File: src/sv/bnf_div.sv
// restoring unsigned divider, one quotient bit per cycle
// no dependencies
`default_nettype none
module bnf_div #(
  parameter int N = 48,
  parameter int D = 32
) (
  input  wire logic         clk,
  input  wire logic         rst_n,
  input  wire logic         start,
  input  wire logic [N-1:0] dividend,
  input  wire logic [D-1:0] divisor,
  output logic              done,
  output logic [N-1:0]      quotient
);
  localparam int CW = $clog2(N + 1);

  logic [N-1:0] dvd_r;
  logic [D-1:0] rem_r, dvs_r;
  logic [CW-1:0] cnt_r;
  logic busy_r, done_r;
  logic [D:0] rem_sh, diff;
  logic ge;

  always_comb begin
    rem_sh = {rem_r, dvd_r[N-1]};
    diff   = rem_sh - {1'b0, dvs_r};
    ge     = rem_sh >= {1'b0, dvs_r};
  end

  always_ff @(posedge clk) begin
    if (!rst_n) begin
      busy_r <= 1'b0;
      done_r <= 1'b0;
      cnt_r  <= '0;
    end else begin
      done_r <= 1'b0;
      if (start) begin
        busy_r <= 1'b1;
        cnt_r  <= CW'(N);
        dvd_r  <= dividend;
        dvs_r  <= divisor;
        rem_r  <= '0;
      end else if (busy_r) begin
        rem_r <= ge ? diff[D-1:0] : rem_sh[D-1:0];
        dvd_r <= {dvd_r[N-2:0], ge};
        cnt_r <= cnt_r - 1'b1;
        if (cnt_r == CW'(1)) begin
          busy_r <= 1'b0;
          done_r <= 1'b1;
        end
      end
    end
  end

  assign done     = done_r;
  assign quotient = dvd_r;
endmodule
`default_nettype wire

File: config.mk
export PLATFORM = sky130hd
export DESIGN_NAME = bnf_div
export DESIGN_NICKNAME = d
export VERILOG_FILES = /design/src/sv/bnf_div.sv
export SDC_FILE = /design/constraint.sdc
export NUM_CORES = 1
export LEC_CHECK = 0
export CAP_MARGIN = 10
export CORE_MARGIN = 2
export CORE_UTILIZATION = 55
export CTS_BUF_LIST = sky130_fd_sc_hd__clkbuf_8 sky130_fd_sc_hd__clkbuf_16
export DETAILED_ROUTE_END_ITERATION = 8
export DONT_BUFFER_PORTS = 1
export PLACE_DENSITY = 0.71
export SLEW_MARGIN = 20
export SYNTH_ARGS = -nofsm -noshare
export SYNTH_HDL_FRONTEND = slang
export SYNTH_SLANG_ARGS = --single-unit
export TNS_END_PERCENT = 100
File: constraint.sdc
create_clock -name clk -period 5.2 [get_ports clk]
set_input_delay 0 -clock clk [delete_from_list [all_inputs] [get_ports clk]]
set_output_delay 0 -clock clk [all_outputs]
set_load 0.02 [all_outputs]
# Yosys cells after proc, flatten, opt, wreduce, memory -nomap -nowiden
# Cells that the tools add are included.
[word_totals] inputBits=83 memories=0 elab_cells=28 register_bits=120 out_inout_bits=49 ramBits=0 rom_bits=0 latch_bits=0
[op_classes] mux=10 div=0 magnitude_cmp=1 n_reduce_logical=5 n_bitwise=2 mul=0 n_eq_ne=1 shift=0 addsub=2
[op_table] cell="48-bit 2-to-1 mux" count=2
[op_table] cell="32-bit 2-to-1 mux" count=2
[op_table] cell="33-bit by 32-bit greater-or-equal comparator with 1-bit output" count=1
[op_table] cell="32-bit subtractor" count=1
[op_table] cell="6-bit 2-to-1 mux" count=2
[op_table] cell="6-bit by 1-bit == test with 1-bit output (second input constant)" count=1
[op_table] cell="6-bit by 1-bit subtractor with 6-bit output (second input constant)" count=1
[op_table] cell="1-bit 2-to-1 mux" count=4
[op_table] cell="2-bit AND reduction" count=2
[op_table] cell="3-bit OR reduction" count=1
[op_table] cell="1-bit NOT" count=2
[op_table] cell="2-bit nonzero test" count=1
[op_table] cell="2-bit OR reduction" count=1

# Depth between registers and ports, before layout
[logic_depth] word_depth=4 ltp_mapped=14 depth_no_buf=12

# Worst setup path before layout
# OpenSTA, ideal clock, no wires.
[synth_timing] path_type="input to register" from="in start" to="reg dvd_r[0] (netlist: quotient[0]) (enable)" stages=3 path_buffers=2 setup_ns=0.445 arrival_time_ns=2.404 setup_slack_ns=2.351 t_required_ns=4.755 cell_sequence="clkbuf_1 -> clkbuf_1 -> o21a_1"
[synth_via] elab_chain_len=2
[synth_lines] element="start: declaration" line="10" source="input wire logic start,"
[synth_lines] element="2-bit nonzero test (no source line)"
[synth_lines] element="2-bit AND reduction (no source line)"
[synth_lines] element="end signal: assignment" line="41" source="dvd_r <= dividend;"
[synth_lines] element="end signal: assignment" line="46" source="dvd_r <= {dvd_r[N-2:0], ge};"
[synth_lines] element="end: declaration" line="18" source="logic [N-1:0] dvd_r;"
# No other way between the ends.
# A chain may end at the register's enable or synchronous reset.

# Final worst setup path
[layout_timing] from="reg rem_r[2]" to="reg rem_r[26], data pin"
[layout_via] elab_chain_len=3 elab_cells_between_ends=4 cone_classes="1 x add/sub; 1 x order compare; 2 x mux"
[layout_lines] element="start: declaration" line="19" source="logic [D-1:0] rem_r, dvs_r;"
[layout_lines] element="start signal: assignment" line="45" source="rem_r <= ge ? diff[D-1:0] : rem_sh[D-1:0];"
[layout_lines] element="32-bit subtractor or 33-bit by 32-bit greater-or-equal comparator with 1-bit output (tied branches)" line="27, 28"
[layout_lines] element="32-bit 2-to-1 mux (*)" line="45"
[layout_lines] element="32-bit 2-to-1 mux (*)" line="44" source="end else if (busy_r) begin"
# Every way passes the cells marked *; elsewhere a longest branch is shown, timed or not. The select of a mux whose other input is x is not followed.

==> impl_metrics.tcl <==
set metrics [dict create \
    placer_congestion 0.882 \
    postSynthCellCount 563 \
    worstMarginPinSlew_ns 0.766 \
    ctsHtreeMaxLevel 4 \
    timing.critical_path.from_type "flip-flop" \
    synthesis.nets 681 \
    wl_mm 15.2 \
    grt_antenna_before_repair 0 \
    drt_iter0_markers 241 \
    fin_crit_sh_pct 66.5 \
    timing.final.max_slew_violations 0 \
    drc_errors 0 \
    static-leakage-power_nw 3.20 \
    final_cell_mix "edfxtp_1 (112), dlygate4sd3_1 (82), nor2_1 (51)" \
    synth_edf_count 112 \
    place_ws_ns 1.81 \
    critPathMaxFanout 40 \
    post-route-worst-setup-slack_ns 1.74 \
    crit_path_end_kind "flip-flop" \
    numCtsBuffers 17 \
    grt_setup_unrepaired "no" \
    critical_path_required_ns 5.35 \
    num_rows 40 \
    first_pass_grt_wire_length_mm 24.5 \
    outcome "complete, no violations" \
    initial_core_util_pct 56.1 \
    clk-insertion-delay-late_ns 0.42 \
    cts_root_buf "clkbuf_16" \
    synth_sequential_area_ratio_pct 52.7 \
    postSynth.topFlopCell "edfxtp_1" \
    synth_top_family_by_area "multiplexers" \
    wire_per_inst_um 19.0 \
    final_net_count 763 \
    relSlewSlack_pct 48.9 \
    grt.total_usage_pct 24.4 \
    max-clock-path-buffers 2 \
    share_of_synthesized_area_spent_on_multiplexers_pct 11.8 \
    layout_commonest_cell "edfxtp_1" \
    hold_path.class "in -> reg" \
    clkSlewWorstSetupHoldPaths_ns 0.06 \
    average_footprint_of_a_synthesized_cell_um2 11.9 \
    via_count 4719 \
    detailedPlacementHpwl_mm 9.15 \
    vdd_drop_max_mv 0.250 \
    antennaDiodeCount 0 \
    layout.core_utilization_pct 68.6 \
    die-width_um 114 \
    ys_seq_elements 120 \
    die_outline_area_um2 13000 \
    grt.overflow.total 0 \
    drv_cap 0 \
    netlist_area_pre_place_um2 6680 \
    grt_pass1_vias 4905 \
    antenna_violating_nets_post_route 0 \
    grt_start_max_net_pins 87 \
    post_synth_and_or_nand_nor_area_fraction_pct 8.75 \
    die_h_um 114 \
    cp.arrival_ns 3.61 \
    synthAdderAreaFrac_pct 6.67 \
    avgViaCountPerCell 5.87 \
    final_setup_fails 0 \
    xor_xnor_portion_of_the_synthesized_cell_area_pct 4.19 \
    finalClockSkew_ns 0.0130 \
    placeableCoreArea_um2 11900 \
    min_period_ns 3.46 \
    final_layout_size_suffix_gt1_share_pct 13.4 \
    io_pins 132 \
    timing.setup.tns_ns 0 \
    worst-setup-path-type "reg -> reg" \
    detailedRoute.firstPassIterationCount 5 \
    ys.warnings.count 0 \
    flow.area_growth_from_synthesis_pct 22.3 \
    synth.distinct_cells 59 \
    tritoncts "done" \
    compound_gate_fraction_of_synth_area_pct 11.8 \
    async_reset_ff_share_pct 0 \
    clock_sinks 120 \
    fmaxAchievable_ghz 0.289 \
    power.density_nw_per_um2 357 \
    finalHoldViolations 0 \
    portBuffers 0 \
]
-- metrics by stage --
step | cells | cell area [µm²] | power, W | hold slack [ns]
after floorplan | 563 | 6680 | 0.00173 | 0.0989
after global placement | 689 | 6780 | 0.00181 | 0.0989
after CTS | 803 | 8140 | 0.00290 | 0.0725
final | 804 | 8170 | 0.00291 | 0.0280
after detailed placement | 689 | 6780 | 0.00182 | 0.0989
after global routing | 804 | 8170 | 0.00305 | 0.0276
-- final timing paths --
check / slack (ns) / end / cells after the start / from
worst max-delay path: 1.74 / rem_r[26] / 10 / rem_r[2]
worst max register to register: 1.74 / rem_r[26] / 10 / rem_r[2]
worst min register to register: 0.57 / cnt_r[1] / 2 / cnt_r[1]
worst min-delay path: 0.03 / quotient[20] / 1 / rst_n
-- repair_timing --
item	CTS	global route
hold buffers	83	0
buffers inserted	0	0
resized for setup	0	0
hold endpoints to repair	120	0
-- cell families after synthesis --
| kind of cell | count (synthesis) |
|---|---|
| and+or+nand+nor | 123 |
| muxes | 73 |
| AOI/OAI and AO/OA | 113 |
| DFF | 120 |
| xor gates and xnor gates | 32 |
| adders and majority gates | 35 |
| buffers and inverters | 67 |
-- state kept, by name, indices dropped and copies added (netlist names) --
name	flops
rem_r	32
done	1
busy_r	1
dvs_r	32
quotient	48
cnt_r	6
-- metal layers --
layer / vias to the layer above / routed length (µm) / track usage (%)
li1: 2243 / - / -
met1: 2272 / 6410 / 30.3
met2: 185 / 7500 / 39.9
met3: 19 / 1070 / 7.46
met4: 0 / 263 / 10.2
met5: - / 0 / 0
-- area by class of cell --
cell class,instances,area [µm²]
Fill cell,849,3740
Timing Repair Buffer,85,883
Tap cell,147,184
Inverter,45,169
Multi-Input combinational cell,376,2900
Sequential cell,120,3520
Clock inverter,14,90.1
Clock buffer,17,425
-- report_power, final --
group / switching (W) / leakage, nW / internal (W)
logic: 0.000348 / 1.81 / 0.000301
clock network: 0.000429 / 0.258 / 0.000599
registers: 0.0000759 / 1.14 / 0.00116
-- worst max-delay path, stage by stage, from the launching register on --
cell and delay, ns:
edfxtp_1 0.40, ha_1 0.40, a21o_1 0.21, a21o_1 0.18, o21ai_1 0.25, nand3_1 0.18, o21ai_2 0.23, o31a_1 0.25
o221a_4 0.68, mux2i_1 0.32, nor2_1 0.07
-- cells in the mapped netlist, drive strengths merged, types with 9 or more instances --
| master | count | area, µm² |
|---|---|---|
| mux2i | 26 | 260 |
| a21oi | 29 | 149 |
| xnor2 | 23 | 201 |
| xor2 | 9 | 78.8 |
| inv | 45 | 169 |
| nor2 | 51 | 191 |
| mux2 | 47 | 529 |
| a21o | 17 | 128 |
| nand4 | 9 | 56.3 |
| ha | 34 | 425 |
| o21a | 10 | 75.1 |
| clkbuf | 15 | 56.3 |
| nand2 | 27 | 101 |
| o21ai | 16 | 83.8 |
| edfxtp | 112 | 3360 |
No activity file was read; power rests on OpenSTA's default activity.
