<file path="config.mk">
export PLATFORM = sky130hd
export DESIGN_NAME = bnf_sqrt
export DESIGN_NICKNAME = d
export VERILOG_FILES = /design/src/sv/bnf_sqrt.sv
export SDC_FILE = /design/constraint.sdc
export NUM_CORES = 1
export LEC_CHECK = 0
export BUFFER_PORTS_ARGS = -buffer_cell sky130_fd_sc_hd__buf_2
export CAP_MARGIN = 20
export CORE_MARGIN = 3
export CORE_UTILIZATION = 42
export CTS_CLUSTER_DIAMETER = 200
export DETAILED_ROUTE_END_ITERATION = 8
export PLACE_DENSITY = 0.65
export SLEW_MARGIN = 20
export SYNTH_ARGS = -nofsm -noshare
export SYNTH_HDL_FRONTEND = slang
export SYNTH_SLANG_ARGS = --single-unit
</file>
<file path="constraint.sdc">
create_clock -name clk -period 13.5 [get_ports clk]
set_clock_uncertainty 0.05 [all_clocks]
set_input_delay 2.7 -clock clk [delete_from_list [all_inputs] [get_ports clk]]
set_output_delay 2.7 -clock clk [all_outputs]
set_load 0.05 [all_outputs]
</file>
<file path="src/sv/bnf_sqrt.sv">
// iterative integer square root, one result bit per cycle
// no dependencies
`default_nettype none
module bnf_sqrt #(
  parameter int IN_W = 64
) (
  input  wire logic            clk,
  input  wire logic            rst_n,
  input  wire logic            start,
  input  wire logic [IN_W-1:0] radicand,
  output logic                 done,
  output logic [IN_W/2-1:0]    root
);
  localparam int CW = $clog2(IN_W / 2 + 1);

  logic [IN_W-1:0] n_r, res_r, bit_r, t;
  logic [CW-1:0] cnt_r;
  logic busy_r, done_r;

  assign t = res_r + bit_r;

  always_ff @(posedge clk) begin
    if (!rst_n) begin
      busy_r <= 1'b0;
      done_r <= 1'b0;
      cnt_r  <= '0;
    end else begin
      done_r <= 1'b0;
      if (start) begin
        busy_r <= 1'b1;
        cnt_r  <= CW'(IN_W / 2);
        n_r    <= radicand;
        res_r  <= '0;
        bit_r  <= {2'b01, {(IN_W - 2){1'b0}}};
      end else if (busy_r) begin
        if (n_r >= t) begin
          n_r   <= n_r - t;
          res_r <= (res_r >> 1) + bit_r;
        end else begin
          res_r <= res_r >> 1;
        end
        bit_r <= bit_r >> 2;
        cnt_r <= cnt_r - 1'b1;
        if (cnt_r == CW'(1)) begin
          busy_r <= 1'b0;
          done_r <= 1'b1;
        end
      end
    end
  end

  assign done = done_r;
  assign root = res_r[IN_W/2-1:0];
endmodule
`default_nettype wire

</file>
### Word-level counts from Yosys, hierarchy flattened

Index checks and enable logic that the tools add are counted.

* register bits: 168
* latch bits: 0
* bits in writable memories: 0
* memory bits (read-only): 0
* input bits: 67
* logic and storage cells: 33
* memories: 0

* add/subtract/negate cells: 4
* $mul: 0
* divide/modulo/power cells: 0
* magnitude comparators: 1
* eq/ne operators: 1
* shift operators: 0
* multiplexer cells: 12
* bitwise operators: 2
* reduce and logical (&&, ||, !) cells: 6

Operators with widths (count)
* 64-bit two-way mux: 5
* 63-bit by 63-bit adder with 64-bit output: 1
* 64-bit by 63-bit adder with 64-bit output: 1
* 64-bit greater-or-equal comparator: 1
* 64-bit subtractor: 1
* 63-bit two-way mux: 1
* 6-bit two-way mux: 2
* 6-bit by 1-bit equality test with 1-bit output (second input constant): 1
* 6-bit by 1-bit subtractor with 6-bit output (second input constant): 1
* 1-bit two-way mux: 4
* 2-bit nonzero test: 2
* 3-bit AND reduction: 1
* 3-bit OR reduction: 1
* 1-bit inverter: 2
* 2-bit AND reduction: 1
* 2-bit OR reduction: 1

### Longest topological paths before layout

* word-level depth: 5
* depth in mapped cells: 26
* gate-level depth less buffers: 23

### Worst setup path before layout

OpenSTA, ideal clock, no wires.

* path kind: reg-to-reg
* from: register res_r[12]
* to: register n_r[0] (enable)
* data arrival time: 8159 ps
* path slack: 4784 ps
* cell stages (with the launch flop): 24
* period minus slack after synthesis: 8716 ps
* cells stage by stage: edfxtp_1 > ha_1 > a311oi_1 > o31ai_1 > a211oi_1 > o21ai_1 > a31oi_1 > o211ai_1 > a21oi_1 > o21bai_1 > a31o_2 > xnor2_1 > ha_1 > clkbuf_1 > a21oi_1 > o21ai_0 > a31oi_1 > a211o_1 > a311o_1 > o41ai_1 > nand2_2 > buf_6 > buf_2 > a21oi_1

* cells in the longest elaborated chain, start to end: 4

RTL lines
* from (decl): line 16 `logic [IN_W-1:0] n_r, res_r, bit_r, t;`
* from (signal assigned): line 38 `res_r <= (res_r >> 1) + bit_r;`
* from (signal assigned): line 40 `res_r <= res_r >> 1;`
* 64-bit by 63-bit adder with 64-bit output: line 20 `assign t = res_r + bit_r;`
* 64-bit greater-or-equal comparator: line 36 `if (n_r >= t) begin`
* 2-bit nonzero test (no line)
* 3-bit AND reduction (no line)
* to (signal assigned): line 32 `n_r <= radicand;`
* to (signal assigned): line 37 `n_r <= n_r - t;`
* to (decl): line 16

Every way passes these cells.
A chain may end at the register's enable or synchronous reset.

### Final worst setup path

* from: register res_r[12]
* to: register n_r[13] (enable)

The elaborated chain is that of the path after synthesis.

==> results.md <==
* Crit-path max FO at 64
* Grt ovf at 0
* Switching share of power at 43.8%
* Post-CTS setup buffer count at 0
* Pint at 0.00141 W
* Fmax at 141 MHz
* Post-layout min period at 7.10 ns
* Crit path cell chain: ha_1 -> a311oi_1 -> o31ai_1 -> a211oi_1 -> o21ai_1 -> a31oi_1 -> o211ai_1 -> a21oi_1 -> o21bai_1 -> a31o_2 -> xnor2_1 -> ha_1 -> a21oi_1 -> o21ai_0 -> a31oi_1 -> a211o_1 -> a311o_1 -> o211ai_2 -> nand2_2 -> a21oi_4 -> buf_4
* Ports at 100
* Sequential fraction of the synthesis area at 32.4%
* Util after Layout at 46.3%
* Slowest cell on the critical path: buf_4
* Final Wtd Congestion at 0.898
* Area grow syn2layout at 7.96%
* CP arrival at 7.13 ns
* Initial antenna violation count at 0
* Syn Nets at 2015
* Max Cap Violations at 0
* Ant. Diodes at 0
* Mapped cell area at 15300 sq um
* Sw power at 0.00110 W
* Initial DRC Count at 1117
* Register bit total from synthesis at 168
* 1st-pass router iterations at 5
* Period utilisation layout at 52.6%
* Family with the most delay on the worst path: compound AO/OA/AOI/OAI gates
* Ys flop type: edfxtp_1
* Setup_tns at 0 ns
* Synth unique cells at 66
* Commonest non-fill, non-tap cell in the layout: nand2_1
* Die Wd at 197 um
* Synth async-reset ratio at 0%
* Power Density at 152 nW/um^2
* Clock power frac at 19.6%
* Worst Hold Class: flip-flop to flip-flop
* Flop pwr share at 29.6%
* Layout Nets at 2040
* VDD IR max at 0.106 mV
* Vert. Die Dim at 197 um
* Final Max Slew Viols at 0
* Htree depth at 4
* Num CTS Buffers at 17
* Initial Utilization at 42.9%
* Final setup viols at 0
* Routed Wire Length at 43.4 mm
* Vias at 13.6k
* Vias in the first global route at 12.9k
* WL/cell at 18.8 um
* Cts hold-fix bufs at 0
* Final hold vios at 0
* Synthesized area per cell at 8.44 sq um
* CTS root buf: clkbuf_16
* CTS resizes at 0
* Startpoint types: flip-flop
* Share of layout cells above drive strength 1 at 9.01%
* Gate count after technology mapping at 1815
* Worst path bufs/invs at 1
* Status: finished clean
* Final ANT Viol Nets at 0
* Die area at 38800 sq um
* Core ar. at 35700 sq um
* Number of buffers added on ports at 99
* Clock transition at path regs at 0.08 ns
* Static leakage at 6.25 nW
* Post-detail-place hpwl at 33.2 mm
* YS warnings at 0
* Detailed-route DRC error count at 0
* Crit path capture type: flip-flop
* Filler Cell Count at 3561
* CTS sink count at 168
* Number of synthesized flops with an enable pin at 160
* Pin count of the biggest net entering global routing at 120
* Slew @ Worst Pin at 0.922 ns
* Clk_lat worst skew at 0.46 ns
* Crit Path Class: flip-flop to flip-flop
* Vias/cell at 5.89
* Most frequent cells in the layout: nand2_1, o21ai_0, edfxtp_1
* First-pass GRT wire length at 69.0 mm
* FP Rows at 69
* Logic pwr share at 50.7%
* WP data required at 13.53 ns
* Overall routing resource usage at 22.2%
* Worst-case clock buffer depth at 2
* RSZ-0062 raised after global routing: false
* Slew margin rel. at 38.5%
* CTS tree: yes
* Max incr delay on CP at 0.70 ns
## layout make-up
cell class                      count  area [sq um]  area share [%]
Inverter                           43           163           0.983
Multi-Input combinational cell   1505          9710            58.7
Clock buffer                       19           433            2.62
Tap cell                          461           577            3.49
Clock inverter                     13           135           0.817
Timing Repair Buffer              105           567            3.43
Sequential cell                   168          4960            30.0
## logic make-up after synthesis
logic type,Yosys count,synth area share [%]
flops,168,32.4
buf+inv,142,4.39
compound gates,560,22.2
simple gates,621,19.0
xor+xnor,174,9.94
mux,17,1.14
fa+ha+maj,133,10.9
## final timing paths
check | startpoint | end | slack, ns | depth (start not counted)
max | res_r[12] | n_r[13] | 6.40 | 21
max reg2reg | res_r[12] | n_r[13] | 6.40 | 21
min reg2reg | cnt_r[0] | cnt_r[0] | 0.46 | 2
min | cnt_r[0] | cnt_r[0] | 0.46 | 2
## cells in the mapped netlist, types with 11 or more instances
| cell type | n | share of area, % |
|---|---|---|
| a211oi_1 | 15 | 0.73 |
| a21o_1 | 29 | 1.4 |
| a21oi_1 | 149 | 4.9 |
| a31o_2 | 14 | 0.80 |
| a31oi_1 | 65 | 2.7 |
| and2_1 | 17 | 0.69 |
| and3_1 | 16 | 0.65 |
| buf_4 | 32 | 1.6 |
| clkbuf_1 | 61 | 1.5 |
| edfxtp_1 | 160 | 31 |
| ha_1 | 132 | 11 |
| inv_1 | 42 | 1.0 |
| mux2i_1 | 13 | 0.85 |
| nand2_1 | 208 | 5.1 |
| nand3_1 | 37 | 1.2 |
| nand4_1 | 37 | 1.5 |
| nor2_1 | 155 | 3.8 |
| nor2b_1 | 55 | 2.2 |
| nor3_1 | 37 | 1.2 |
| nor4_1 | 11 | 0.45 |
| o21a_1 | 13 | 0.64 |
| o21ai_0 | 164 | 5.4 |
| o21bai_1 | 38 | 1.9 |
| o31ai_1 | 11 | 0.54 |
| or3_1 | 21 | 0.86 |
| xnor2_1 | 95 | 5.4 |
| xor2_1 | 79 | 4.5 |
## stage by stage
step                      setup slack (ns)  instance area (sq um)  power (W)  instances  hold WS, ns
after floorplan                       4.78                  15300    0.00172       1815        0.411
after global placement                6.53                  16000    0.00199       2281        0.423
after detailed placement              6.44                  16000    0.00201       2281        0.449
after CTS                             6.41                  16500    0.00251       2313        0.459
after global routing                  5.80                  16500    0.00270       2314        0.478
final                                 6.40                  16500    0.00252       2314        0.455
## worst min-delay path, stage by stage (launching register included)
cell and delay [ns]:
dfxtp_1 0.33, nand2_1 0.07, a21oi_1 0.06
## power groups by stage
| stage | registers (W) | logic, W | clock network, W |
|---|---|---|---|
| after floorplan | 0.000724 | 0.000997 | 0 |
| after global placement | 0.000753 | 0.00124 | 0 |
| after detailed placement | 0.000753 | 0.00126 | 0 |
| after CTS | 0.000744 | 0.00126 | 0.000506 |
| after global routing | 0.000754 | 0.00142 | 0.000525 |
| final | 0.000746 | 0.00128 | 0.000494 |
## flip-flops by register name (all words and copies together), names as in the netlist
signal,cells
res_r,64
cnt_r,6
bit_r,32
done,1
n_r,64
busy_r,1
## metal layers
metal	share of wire [%]	GRT usage [%]	vias to the layer above
li1	-	-	6721
met4	1.6	5.12	0
met1	49	33.1	6477
met5	0	0	-
met3	5.0	2.42	51
met2	44	34.7	378
Note: power is estimated with default switching activity, not from simulation.
