$ cat src/sv/bnf_ram.sv
// generic single write port ram with registered read
// no dependencies
`default_nettype none
module bnf_ram #(
  parameter int W     = 16,
  parameter int DEPTH = 64,
  localparam int AW   = (DEPTH > 1) ? $clog2(DEPTH) : 1
) (
  input  wire logic          clk,
  input  wire logic          we,
  input  wire logic [AW-1:0] waddr,
  input  wire logic [W-1:0]  wdata,
  input  wire logic [AW-1:0] raddr,
  output logic      [W-1:0]  rdata
);
  logic [W-1:0] mem [DEPTH];

  always_ff @(posedge clk) begin
    if (we) begin
      mem[waddr] <= wdata;
    end
    rdata <= mem[raddr];
  end
endmodule
`default_nettype wire

$ cat config.mk
export PLATFORM = sky130hd
export DESIGN_NAME = bnf_ram
export DESIGN_NICKNAME = d
export VERILOG_FILES = /design/src/sv/bnf_ram.sv
export SDC_FILE = /design/constraint.sdc
export NUM_CORES = 1
export LEC_CHECK = 0
export BUFFER_PORTS_ARGS = -buffer_cell sky130_fd_sc_hd__buf_2
export CAP_MARGIN = 40
export CORE_MARGIN = 2
export CORE_UTILIZATION = 67
export CTS_CLUSTER_SIZE = 25
export DETAILED_ROUTE_END_ITERATION = 8
export PLACE_DENSITY = 0.84
export SLEW_MARGIN = 0
export SYNTH_ARGS = -nofsm -noshare
export SYNTH_HDL_FRONTEND = slang
export SYNTH_SLANG_ARGS = --single-unit
$ cat constraint.sdc
create_clock -name clk -period 7.4 [get_ports clk]
set_clock_uncertainty 0.15 [all_clocks]
set_input_delay 0.74 -clock clk [delete_from_list [all_inputs] [get_ports clk]]
set_output_delay 0.74 -clock clk [all_outputs]
set_load 0.02 [all_outputs]
## Word-level counts from Yosys, hierarchy flattened

Memory sizes are Yosys's and may differ from the RTL's. A register that Yosys moved wholly into a read port is not among the register bits.
Index checks and enable logic that the tools add are counted.

- Mux-type cells: 2

Operator list:

| kind | count |
|---|---|
| $mux 1 | 2 |

- Register bits after elaboration: 0
- RAM bits: 1024
- Bits of input ports: 30
- Word-level logic and storage cells: 3
- Memories: 1

Memory list:

| memory | words | width | rd ports | clocked after memory_dff | wr ports | line | RTL |
|---|---|---|---|---|---|---|---|
| mem | 64 | 16 | 1 | 1 | 1 | 16 | `logic [W-1:0] mem [DEPTH];` |

## Logic depth before layout (Yosys ltp)

Gate-level depths: netlist of the first run.

- Depth after elaboration: 2
- Mapped depth: 10
- Mapped depth without buffers: 5

## Least setup slack after synthesis of the first run

Ideal clock, no wire load.

- Path kind: input-to-reg
- From: in waddr[3]
- To: mem mem[48][0], enable pin
- Setup time: 409 ps
- Arrival time: 2366 ps
- Path slack: 4475 ps
- Stages on the path: 4
- Cells stage by stage: clkbuf_1 > nor2b_1 > nand4b_1 > nor3_1

RTL lines:

| item | line | RTL |
|---|---|---|
| from (decl) | 11 | `input wire logic [AW-1:0] waddr,` |
| to (decl) | 16 |  |

Straight into the memory's write port.

==> results.cfg, run 1 <==
[layout]
fin_area_um2 = 44600
n_fill_cell = 2870
nets = 1998
drive_gt1_share_pct = 26.5
synthToLayoutAreaGrowth_pct = 11.5

[power_and_ir_drop]
peakVddDrop_mv = 0.268
leakage_nw = 14.2
p_per_area_nw_per_um2 = 269

[logic_synthesis]
synthSimpleGateAreaFrac_pct = 2.65
synth.distinct_cells = 43
synthesis.nets = 1859
synth_fa_ha_area_share_pct = 0
synthXorXnorAreaFrac_pct = 0
synth-compound-area-share_pct = 2.41
synth_top_area_share_pct = 76.8
yosysSeqAreaShare_pct = 77.6
synth_top_family_by_area = multiplexers
ys_seq_elements = 1040
syn_area_per_cell_um2 = 21.9
synth_area_leaders = edfxtp_1 (77%), mux4_2 (12%), mux2i_1 (2.1%), dfxtp_1 (0.80%), mux2_2 (0.76%)
syn-instance-count = 1829
yosysWarningCount = 0
synthMuxAreaShare_pct = 15.5
synth_area_leader_cell = edfxtp_1
syn-cell-area_um2 = 40000

[grt]
grt_pass1_vias = 20400
grt_max_degree = 96
grt_pass1_wl_um = 140000
grt-ovfl-total = 0
grt_use_total_pct = 31.4
antenna_found_initial = 7

[run]
cap_violations = 0

[place]
routabilityCongestion = 0.855
place_area_um2 = 41600
dpl.hpwl_um = 53700
io_buffers = 45

[clocking]
cts_setup_buffers = 0
htreeDepth = 3
cts_hold_buf = 0
clk_pin_slew_ps = 60
cts_tree = yes
worstSkewPairLatency_ps = 650
clock-root-buffer = clkbuf_16
cts_made_buffers = 96
cts_max_path_buffers = 3
cts_resized = 0
cts.sinks = 1040

[floorplan]
dieArea_um2 = 61700
fp-row-count = 89
coreArea_um2 = 59000
ioPinCount = 46
initial_utilization_pct = 67.8
die_w_um = 248
die_h_um = 248

[route]
drc = 0
vias = 20100
viasPerCell = 7.14
wl_per_cell_um = 33.8
finalWirelength_um = 95400
initialDrtViolationCount = 2883
ant_nets = 0
dr.pass1.iters = 8

[setup_path]
worst_setup_path_end_kind = flip-flop
max_stage_delay_ps = 740
crit_path_top_delay_cell = buf_4
path_cells = clkbuf_8 > buf_4 > nor2b_1 > a22oi_1 > a41oi_1 > o21ai_0 > and4_1
crit_required_ps = 7800
cp_data_arrival_time_ps = 3940
startpoint_type = input pin
critPathKind = in -> reg
path_max_fanout = 95

[sta]
rsz0062_at_grt = false
fin_crit_sh_pct = 47.8
finalSetupTns_ps = 0
worst_pin_slew_ps = 921
relSlewSlack_pct = 38.5
finalHoldViolations = 0
min_period_ps = 3540
setup_violations = 0
max_freq_mhz = 283
slew_violations = 0

[min_path]
hold_class = in -> reg

[status]
status = finished clean
-- layout make-up --
class                           count  area (µm²)  area share, %
Multi-Input combinational cell    685        8270           18.5
Clock inverter                     51         539           1.21
Antenna cell                        3        7.51         0.0168
Clock buffer                      123        2530           5.68
Tap cell                          773         967           2.17
Timing Repair Buffer              145        1250           2.79
Sequential cell                  1040       31100           69.6
-- through the flow --
stage          setup WS [ps]  power [mW]  hold slack [ps]  util, %  cells
2_1_floorplan           4480        7.01              600        -   1829
3_3_place_gp            3400        7.22              669     69.8   2623
3_5_place_dp            3390        7.26              694     70.4   2643
4_1_cts                 3950        12.0              342     75.6   2817
5_1_grt                 3800        12.3              367     75.6   2817
6_report                3860        12.0              362     75.6   2820
-- worst max-delay path: cells and delay by family --
family | cells | cell delay, ps
buffers and inverters | 2 | 1370
AOI/OAI and AO/OA | 3 | 760
and+or+nand+nor | 2 | 920
-- flip-flops by register name, summed over array words and instances (netlist names) --
register and flops:
mem 1024, rdata 16
-- report_power, final --
part           internal [mW]  switching, mW
Clock                   2.78           2.08
Sequential              6.52         0.0243
Combinational          0.220          0.395
Total                   9.52           2.50
-- Yosys cell counts, drive strengths merged --
cell type	count
mux2i	85
a311oi	8
or3	1
nor3	2
nor2b	30
and4	5
a22oi	39
a31oi	8
nand2b	3
a221oi	16
a21oi	17
nor4	3
nor2	74
a22o	6
a211oi	8
nand4b	1
mux4	224
and2	2
nand3	24
a211o	8
edfxtp	1024
clkbuf	27
nand3b	2
buf	77
a221o	6
or3b	1
nand4	12
nand2	60
dfxtp	16
o21ai	8
a41oi	5
mux2	27
-- kinds of logic after synthesis --
| logic type | count (synthesis) |
|---|---|
| DFF | 1040 |
| muxes | 336 |
| and+or+nand+nor | 220 |
| AOI/OAI and AO/OA | 129 |
| buffers and inverters | 104 |
-- cell usage in the layout, fill, tap and decap left out, types with 4 or more instances in the layout --
cell type	n
clkinv_1	15
buf_4	79
dfxtp_1	16
a311oi_1	8
mux4_2	220
and4_1	5
nor2b_1	28
inv_6	4
buf_2	42
clkinv_2	17
buf_8	7
clkbuf_16	97
nor2_2	7
nand4_1	12
a211oi_1	8
a221oi_1	16
a211o_1	8
bufinv_16	10
a221o_1	6
mux4_1	4
nand2_1	59
a31oi_1	8
a41oi_1	5
buf_12	11
mux2_2	27
edfxtp_1	1024
clkbuf_1	25
a22o_1	6
mux2i_1	85
a21oi_1	17
o21ai_0	5
a22oi_1	39
nor2_1	67
nand3_1	24
-- routing by layer --
layer / vias up / GRT usage, % / routed length, µm
met5: - / 0 / 49
met3: 286 / 6.87 / 11200
met1: 10300 / 42.2 / 32400
met4: 6 / 13.4 / 4440
li1: 7936 / - / -
met2: 1626 / 50.6 / 47300
-- final timing paths --
check                              end  slack (ps)            startpoint  cells after the start
setup / recovery     rdata[12]$_DFF_P_        3860              raddr[2]                      7
setup reg to reg      rdata[1]$_DFF_P_        5040  mem[11][1]$_DFFE_PP_                      5
hold / removal    mem[0][11]$_DFFE_PP_         360             wdata[11]                      1
hold reg to reg       rdata[2]$_DFF_P_         750  mem[56][2]$_DFFE_PP_                      5
Note: power is estimated with default switching activity, not from simulation.
==> run 2, diff against run 1 <==
Settings changed: CORE_UTILIZATION 67 to 63, PLACE_DENSITY 0.84 to 0.8.
Clock period 7.4 ns to 3.4 ns, I/O delays scaled along.
==> run 2 against run 1 <==
  * Sequential share of layout area down 0.94 points
  * Critical path depth decreased by 1
  * First-iteration DRC count increased by 0.45%
  * Via count shrank 0.18%
  * Sequential power grew 120%
  * Core utilization fell by 3.8 points
  * Count of clock-buffer cells in the layout is 10 lower
  * Critical endpoint is now mem[13][12]$_DFFE_PP_
  * The run now ends with hold timing left
  * Power up 120%
  * Setup slack worse by 2900 ps
  * Register-to-register slack got worse by 4100 ps
==> results.cfg, run 2 (synthesized netlist as in run 1, its figures left out) <==
[status]
status = finished, violations left
violations = hold timing

[clocking]
clock-root-buffer = clkbuf_16
htreeDepth = 3
worstSkewPairLatency_ps = 690
cts_setup_buffers = 0
cts_resized = 0
cts_made_buffers = 98
cts_tree = yes
cts.sinks = 1040
cts_max_path_buffers = 3
clk_pin_slew_ps = 60

[place]
routabilityCongestion = 0.870
dpl.hpwl_um = 56900
io_buffers = 45

[sta]
fin_crit_sh_pct = 71.8
rsz0062_at_grt = false
worst_pin_slew_ps = 1010
slew_violations = 0
finalSetupTns_ps = 0
finalHoldViolations = 2
relSlewSlack_pct = 33.0
max_freq_mhz = 410
min_period_ps = 2440
setup_violations = 0
timing.hold.ws_ps = -1.96

[setup_path]
r2r_slack_ps = 980
worstReg2RegStart = mem[23][3]$_DFFE_PP_
crit_required_ps = 3580
cp_data_arrival_time_ps = 2620
crit_path_top_delay_cell = dlygate4sd3_1
crit_start = waddr[2]
path_max_fanout = 14
critPathKind = in -> reg
path_cells = dlygate4sd3_1 > buf_2 > nor2b_1 > nand3_1 > nor2_1 > buf_4
max_stage_delay_ps = 540
worst_setup_path_end_kind = flip-flop
startpoint_type = input pin

[floorplan]
die_w_um = 256
fp-row-count = 92
dieArea_um2 = 65600
coreArea_um2 = 63000
initial_utilization_pct = 63.6
ioPinCount = 46
die_h_um = 256

[route]
drc = 0
initialDrtViolationCount = 2896
dr.pass1.iters = 6
finalWirelength_um = 95300
ant_nets = 0
vias = 20100
viasPerCell = 6.82
wl_per_cell_um = 32.3

[grt]
met3_usage_pct = 5.94
grt_util_met1_pct = 41.4
top_usage_layer = met2
grt-ovfl-total = 0
grt_use_total_pct = 29.8
grt_max_degree = 65
grt_pass1_vias = 20200
use_met2_pct = 47.1
grt_pass1_wl_um = 139000
antenna_found_initial = 9

[layout]
final_cell_mix = edfxtp_1 (1024), mux4_2 (220), buf_4 (126)
top_register = mem
fin_util_pct = 71.9
reg_top3 = mem (1024), rdata (16)
drive_gt1_share_pct = 28.0
synthToLayoutAreaGrowth_pct = 13.0
register_area_um2 = 31100
largest_reg_flops = 1024
nets = 2051
multiInputGateArea_um2 = 8250
final_common_cell = edfxtp_1
n_fill_cell = 3474

[min_path]
hp-start = wdata[1]
hold_class = in -> reg

[power_and_ir_drop]
leakage_nw = 14.5
peakVddDrop_mv = 0.576
p_per_area_nw_per_um2 = 589
p_total_mw = 26.6

[run]
cap_violations = 0
==> run 2: cell count changes in the layout (fill, tap and decap cells not counted), moves of 5 or more <==
cell and delta:
buf_4 +47, clkbuf_1 -12, dlygate4sd3_1 +7, buf_12 +6
buf_8 -6, clkinv_1 +6, nor2_1 +5, nor2_2 -5
==> run 2: path summary, 6_finish.rpt <==
kind / endpoint / cells past startpoint
min: mem[39][1]$_DFFE_PP_ / 2
max reg2reg: rdata[3]$_DFF_P_ / 6
min reg2reg: rdata[12]$_DFF_P_ / 4
max: mem[13][12]$_DFFE_PP_ / 6
==> run 2: layer usage <==
layer	routed length, µm	share of wire, %
met1	33700	35
met2	47100	49
met3	10500	11
met4	3980	4.2
met5	38	0.040
==> run 2: repair_timing <==
action                                  4_1_cts  5_1_grt
hold buffers                                  7        0
endpoints found under the setup margin        0        0
endpoints found under the hold margin        45        0
==> run 2: where the power goes <==
| group | total, mW | internal, mW | switching, mW |
|---|---|---|---|
| Combinational | 1.38 | 0.518 | 0.864 |
| Clock | 11.0 | 6.25 | 4.74 |
| Sequential | 14.3 | 14.2 | 0.0633 |
| Total | 26.6 | 21.0 | 5.67 |
==> run 2: layout make-up <==
type / instances / share of cell area, %
Antenna cell: 3 / 0.0166
Clock buffer: 113 / 5.64
Clock inverter: 64 / 1.48
Multi-Input combinational cell: 685 / 18.2
Sequential cell: 1040 / 68.7
Tap cell: 846 / 2.34
Timing Repair Buffer: 196 / 3.61
==> run 2: stage by stage <==
| stage | instances | worst slack (ps) | cell area, µm² | hold slack (ps) |
|---|---|---|---|---|
| after floorplan | 1829 | 875 | 40000 | 289 |
| after global placement | 2750 | 409 | 41700 | 625 |
| after detailed placement | 2758 | 387 | 41900 | 554 |
| after CTS | 2942 | 990 | 45200 | 14.8 |
| after global routing | 2945 | 860 | 45200 | 3.85 |
| final | 2947 | 959 | 45200 | -1.96 |
==> run 2: worst max-delay path: cells and delay by family <==
kind / cells / cell delay [ps]
buffers and inverters: 3 / 1170
and+or+nand+nor: 3 / 1090
